[config.mk]
export PLATFORM = sky130hd
export DESIGN_NAME = fwq_slot_pool
export DESIGN_NICKNAME = d
export VERILOG_FILES = /design/src/rtl/futex_wait_queue_engine_macros.svh /design/src/rtl/fwq_pkg.sv /design/src/rtl/fwq_slot_pool.sv
export SDC_FILE = /design/constraint.sdc
export NUM_CORES = 1
export LEC_CHECK = 0
export BUFFER_PORTS_ARGS = -buffer_cell sky130_fd_sc_hd__buf_2
export CORE_AREA = 2 2 223 280
export DETAILED_ROUTE_END_ITERATION = 6
export DIE_AREA = 0 0 225 282
export SLEW_MARGIN = 30
export SYNTH_ARGS = -nofsm -noshare
export SYNTH_HDL_FRONTEND = slang
export SYNTH_SLANG_ARGS = --single-unit
[constraint.sdc]
create_clock -name aclk -period 4.9 [get_ports aclk]
set_clock_uncertainty 0.15 [all_clocks]
set_input_delay 0.245 -clock aclk [delete_from_list [all_inputs] [get_ports aclk]]
set_output_delay 0.245 -clock aclk [all_outputs]
set_load 0.01 [all_outputs]
[src/rtl/futex_wait_queue_engine_macros.svh]
// Assertion macros for the futex wait queue engine.
// Included by the files that assert; no other dependencies.
`ifndef FUTEX_WAIT_QUEUE_ENGINE_MACROS_SVH
`define FUTEX_WAIT_QUEUE_ENGINE_MACROS_SVH
`ifndef SYNTHESIS
// same-cycle implication
`define FWQ_ASSERT_IMP(label, clk, rstn, ante, cons) \
    label: assert property (@(posedge clk) disable iff (!rstn) (ante) |-> (cons)) \
        else $error("fwq same-cycle check failed");
// next-cycle implication
`define FWQ_ASSERT_NXT(label, clk, rstn, ante, cons) \
    label: assert property (@(posedge clk) disable iff (!rstn) (ante) |=> (cons)) \
        else $error("fwq next-cycle check failed");
`else
`define FWQ_ASSERT_IMP(label, clk, rstn, ante, cons)
`define FWQ_ASSERT_NXT(label, clk, rstn, ante, cons)
`endif
`endif

[src/rtl/fwq_pkg.sv]
// Shared types and constants of the futex wait queue engine.
// No dependencies.
`timescale 1ns / 1ps
`default_nettype none
package fwq_pkg;

    localparam int KEY_ENTRIES    = 16;
    localparam int WAITER_SLOTS   = 32;
    localparam int WAITER_ID_BITS = 8;

    localparam int ENTRY_W  = $clog2(KEY_ENTRIES);
    localparam int SLOT_W   = $clog2(WAITER_SLOTS);
    localparam int LEN_W    = $clog2(WAITER_SLOTS + 1);
    localparam int SCAN_SW  = $clog2(WAITER_SLOTS + 1);
    localparam int SCAN_KW  = $clog2(KEY_ENTRIES + 1);
    localparam int SCAN_W   = (SCAN_SW > SCAN_KW) ? SCAN_SW : SCAN_KW;
    localparam int IDX_W    = (SLOT_W > ENTRY_W) ? SLOT_W : ENTRY_W;
    localparam int COUNT_W  = 6;
    localparam int IN_DATA_W  = 400;
    localparam int OUT_DATA_W = 24;

    typedef enum logic [1:0] {
        CMD_WAIT, CMD_WAKE, CMD_REQUEUE, CMD_WITHDRAW
    } cmd_t;

    typedef enum logic [2:0] {
        STS_OK, STS_MISMATCH, STS_NO_ROOM, STS_TIMED_OUT, STS_DUPLICATE
    } status_t;

    typedef enum logic [4:0] {
        ST_IDLE, ST_DUP, ST_KEY, ST_AP_RD, ST_AP_WR, ST_AP_LINK, ST_REQ_CHK,
        ST_W_HD, ST_W_LD, ST_W_CHK, ST_W_RD, ST_W_OUT,
        ST_M_HD, ST_M_LD, ST_M_CHK, ST_M_RD, ST_M_WR, ST_M_LINK,
        ST_T_WB, ST_E_WB, ST_X_HD, ST_X_LD, ST_X_WALK, ST_X_STEP, ST_X_FIX,
        ST_FINAL
    } fsm_t;

    typedef struct packed {
        logic [1:0]  kind;
        logic [63:0] space;
        logic [63:0] offset;
    } key_t;

    typedef struct packed {
        key_t              key;
        logic [SLOT_W-1:0] head;
        logic [SLOT_W-1:0] tail;
    } entry_t;

    typedef struct packed {
        logic [WAITER_ID_BITS-1:0] waiter;
        logic [SLOT_W-1:0]         next;
        logic [ENTRY_W-1:0]        entry;
    } slot_t;

    // input transaction layout, first field in the lowest bits
    typedef struct packed {
        logic [3:0]  pad;
        logic [31:0] requeue_limit;
        logic [31:0] wake_limit;
        logic [31:0] observed_value;
        logic [31:0] expected_value;
        logic [7:0]  waiter_id;
        logic [63:0] target_offset;
        logic [63:0] target_space;
        logic [1:0]  target_kind;
        logic [63:0] key_offset;
        logic [63:0] key_space;
        logic [1:0]  key_kind;
    } in_data_t;

    // slot pool request and response
    typedef struct packed {
        logic              rd_en;
        logic [SLOT_W-1:0] rd_addr;
        logic              wr_en;
        logic [SLOT_W-1:0] wr_addr;
        logic              wr_waiter_en;
        logic              wr_next_en;
        logic              wr_entry_en;
        slot_t             wr_data;
        logic              use_en;
        logic              use_set;
        logic [SLOT_W-1:0] use_idx;
    } slot_req_t;

    typedef struct packed {
        slot_t             q;
        logic              q_used;
        logic              free_vld;
        logic [SLOT_W-1:0] free_idx;
    } slot_rsp_t;

endpackage
`default_nettype wire

[src/rtl/fwq_slot_pool.sv]
// Waiter slot pool: slot memory with field writes, in-use flags, free slot pick.
// Depends on fwq_pkg.
`timescale 1ns / 1ps
`default_nettype none
module fwq_slot_pool import fwq_pkg::*; (
    input  wire logic      aclk,
    input  wire logic      aresetn,
    input  wire slot_req_t req,
    output slot_rsp_t      rsp
);

    slot_t                   mem [WAITER_SLOTS];
    slot_t                   q_reg;
    logic                    q_used_reg;
    logic [WAITER_SLOTS-1:0] used_reg;

    // slot memory, one write and one registered read per cycle
    always_ff @(posedge aclk) begin
        if (req.wr_en) begin
            if (req.wr_waiter_en) mem[req.wr_addr].waiter <= req.wr_data.waiter;
            if (req.wr_next_en)   mem[req.wr_addr].next   <= req.wr_data.next;
            if (req.wr_entry_en)  mem[req.wr_addr].entry  <= req.wr_data.entry;
        end
        if (req.rd_en) begin
            q_reg      <= mem[req.rd_addr];
            q_used_reg <= used_reg[req.rd_addr];
        end
    end

    // in-use flags
    always_ff @(posedge aclk) begin
        if (!aresetn) begin
            used_reg <= '0;
        end else if (req.use_en) begin
            used_reg[req.use_idx] <= req.use_set;
        end
    end

    // lowest free slot
    always_comb begin
        rsp.free_vld = 1'b0;
        rsp.free_idx = '0;
        for (int i = WAITER_SLOTS - 1; i >= 0; i--) begin
            if (!used_reg[i]) begin
                rsp.free_vld = 1'b1;
                rsp.free_idx = SLOT_W'(i);
            end
        end
        rsp.q      = q_reg;
        rsp.q_used = q_used_reg;
    end

endmodule
`default_nettype wire

==> qor.yml <==
clock_tree:
  numCtsBuffers: 55
  clkTransAtPathRegs_ps: 70
  clk_latency_ps: 640
  cts_root_buffer: "clkbuf_16"
  cts_tree: "built"
  clkSinkCount: 594
  h-tree-depth: 2
  cts_hold_buf: 16
  post-cts-setup-buffers: 0
  clockBufferDepth: 3
  cts_resized: 0
routing:
  wl_met3_um: 3400
  ant_nets: 0
  wl_met2_um: 29300
  routed.top_layer: "met5"
  drtIter0Drc: 1283
  wl_met1_um: 23000
  wl_per_cell_um: 24.9
  drt-pass1-iter-count: 6
  drc: 0
  vias_per_cell: 5.58
  drt-total-wl_um: 58200
  vias: 13000
finish:
  largest_reg_flops: 544
  fin_area_um2: 27000
  nNetsFinal: 1561
  seqCellArea_um2: 17500
  syn_to_final_growth_pct: 12.1
  multi_input_area_um2: 6070
  drive_gt1_frac: 0.157
  nFillCells: 5169
power_and_ir_drop:
  leakagePower_uw: 0.00871
  ir_worst_vdd_mv: 0.223
  power.density_nw_per_um2: 381
synthesis:
  ys_ff_latch: 594
  netlist_area_um2: 24000
  synth_area_per_cell_um2: 16.6
  yosysSeqAreaShare: 0.728
  synth_ff_type: "edfxtp_1"
  ys_types: 45
  yosysTopAreaCellShare: 0.702
  synth-edff-count: 562
  yosysWarnings: 0
  yosys-top-cells-area: "edfxtp_1 (70%), mux4_2 (6.7%), mux2i_1 (6.2%)"
  synthArstFlopShare: 0
  synth_top_cell_by_area: "edfxtp_1"
  postSynthCellCount: 1447
  synth_nets: 1488
sta:
  worst_slack_ps: 1800
  setup_viol: 0
  maxSlewViolCount: 0
  rsz0062_at_grt: "no"
  fin_hold_ws_ps: 14.0
  worst_pin_slew_ps: 973
  finalCriticalPeriod_ps: 3100
  tns_ps: 0
  slew_headroom: 0.349
  timing.fmax_ghz: 0.322
  hold_viol: 0
  period_share: 0.634
place:
  placed_area_um2: 25100
  portBuffers: 64
  hpwlAfterDp_um: 37600
  gp_routability_congestion: 0.821
  dp_slack_ps: 2040
die:
  die_h_um: 282
  die_area_um2: 63500
  fp.coreArea_um2: 60500
  fp.dieW_um: 225
  start_util: 0.397
  io_pins: 65
  num_rows: 101
grt:
  antenna_found_initial: 8
  grt_first_pass_wirelength_um: 86300
  grt_remaining_overflow: 0
  grt_max_degree: 73
  grt_pass1_vias: 13300
  grt_usage: 0.186
critical_path:
  endpoint_kind: "flop"
  rr_startpoint: "mem[12][8]$_DFFE_PP_"
  cp.arrival_ps: 3520
  ff2ff_setup_slack_ps: 2990
  start_kind: "input pin"
  r2r_cells: 4
  cp.required_ps: 5310
  cp_max_fo: 7
  crit_type: "input pin to flop"
  r2r-end: "rsp[15]$_DFFE_PP_"
hold_path:
  min_to: "rsp[17]$_DFFE_PP_"
  worstHoldPathType: "input pin to flop"
  hold_depth: 1
  min_from: "req[38]"
run:
  drv_cap: 0
outcome:
  status: "complete, no violations"
report_power, final:
part / switching, µW / internal, µW / total [µW]
clock network: 1880 / 2230 / 4110
registers: 19.3 / 5600 / 5620
logic: 346 / 180 / 526
layer usage:
| metal | vias to the layer above | track usage |
|---|---|---|
| met2 | 393 | 0.316 |
| met3 | 126 | 0.0373 |
| met1 | 6717 | 0.229 |
| met5 | - | 0 |
| met4 | 4 | 0.0837 |
| li1 | 5809 | - |
how the worst max path moves through the flow:
stage / from / endpoint / slack [ps]
2_1_floorplan: req[33] / rsp[10]$_DFFE_PP_ / 3070
3_3_place_gp: req[33] / rsp[13]$_DFFE_PP_ / 2050
3_5_place_dp: req[33] / rsp[15]$_DFFE_PP_ / 2040
4_1_cts: req[1] / used_reg[8]$_SDFFE_PN0P_ / 1810
5_1_grt: req[1] / used_reg[8]$_SDFFE_PN0P_ / 1690
6_report: req[1] / used_reg[8]$_SDFFE_PN0P_ / 1800
worst max-delay path: stages:
cell	delay, ps
dlygate4sd3_1	530
buf_2	160
nor3b_2	400
dlygate4sd3_1	770
nand3_1	100
dlygate4sd3_1	590
a21boi_0	130
dlygate4sd3_1	570
logic make-up (layout without fill, tap and decap cells):
group / count (synthesis) / in the layout / synth area share
AOI/OAI and AO/OA: 180 / 180 / 0.0488
buffers and inverters: 87 / 204 / 0.0203
other: 0 / 3 / 0
and+or+nand+nor: 365 / 365 / 0.0730
DFF: 594 / 594 / 0.728
muxes: 221 / 221 / 0.129
per-stage QoR:
stage | utilization | instances | power (µW)
2_1_floorplan | - | 1447 | 6030
3_3_place_gp | 0.414 | 2218 | 6240
3_5_place_dp | 0.414 | 2219 | 6260
4_1_cts | 0.445 | 2336 | 10300
5_1_grt | 0.445 | 2339 | 10600
6_report | 0.445 | 2339 | 10300
layout make-up:
cell class,count,share of cell area
Antenna cell,3,0.000279
Clock buffer,62,0.0520
Clock inverter,39,0.0114
Inverter,7,0.000975
Multi-Input combinational cell,766,0.225
Sequential cell,594,0.650
Tap cell,772,0.0358
Timing Repair Buffer,96,0.0244
cells in the final DEF (no fill, tap or decap), types with 5 or more instances in the layout:
| cell | netlist | layout |
|---|---|---|
| mux4_2 | 72 | 72 |
| and3_1 | 6 | 5 |
| nor3b_2 | 5 | 5 |
| a22oi_1 | 72 | 72 |
| nand3_1 | 49 | 49 |
| clkinvlp_4 | 0 | 5 |
| nand4_1 | 27 | 27 |
| mux2i_1 | 149 | 149 |
| clkbuf_16 | 0 | 55 |
| dlygate4sd3_1 | 0 | 16 |
| clkinv_2 | 0 | 11 |
| a21boi_0 | 21 | 21 |
| edfxtp_1 | 562 | 562 |
| nand3b_1 | 6 | 6 |
| a21oi_1 | 46 | 46 |
| nor2b_1 | 47 | 45 |
| o21ai_0 | 24 | 24 |
| inv_1 | 7 | 7 |
| clkinv_1 | 0 | 15 |
| nand2_1 | 86 | 84 |
| buf_4 | 8 | 14 |
| dfxtp_1 | 32 | 32 |
| clkbuf_1 | 30 | 7 |
| nor2_1 | 120 | 117 |
| buf_2 | 12 | 62 |
cell usage after synthesis (2+ instances only):
master and number:
edfxtp_1 562, mux2i_1 149, nor2_1 120, nand2_1 86
a22oi_1 72, mux4_2 72, nand3_1 49, nor2b_1 47
a21oi_1 46, dfxtp_1 32, clkbuf_1 30, nand4_1 27
o21ai_0 24, a21boi_0 21, buf_1 14, buf_2 12
buf_6 10, buf_4 8, inv_1 7, and3_1 6
nand3b_1 6, nor3b_2 5, a31oi_1 4, nor3_1 4
a21boi_1 3, and3b_1 3, buf_8 3, nor3b_1 3
o21a_1 3, and2_1 2, clkbuf_4 2, o211ai_1 2
No activity file was read; power rests on OpenSTA's default activity.
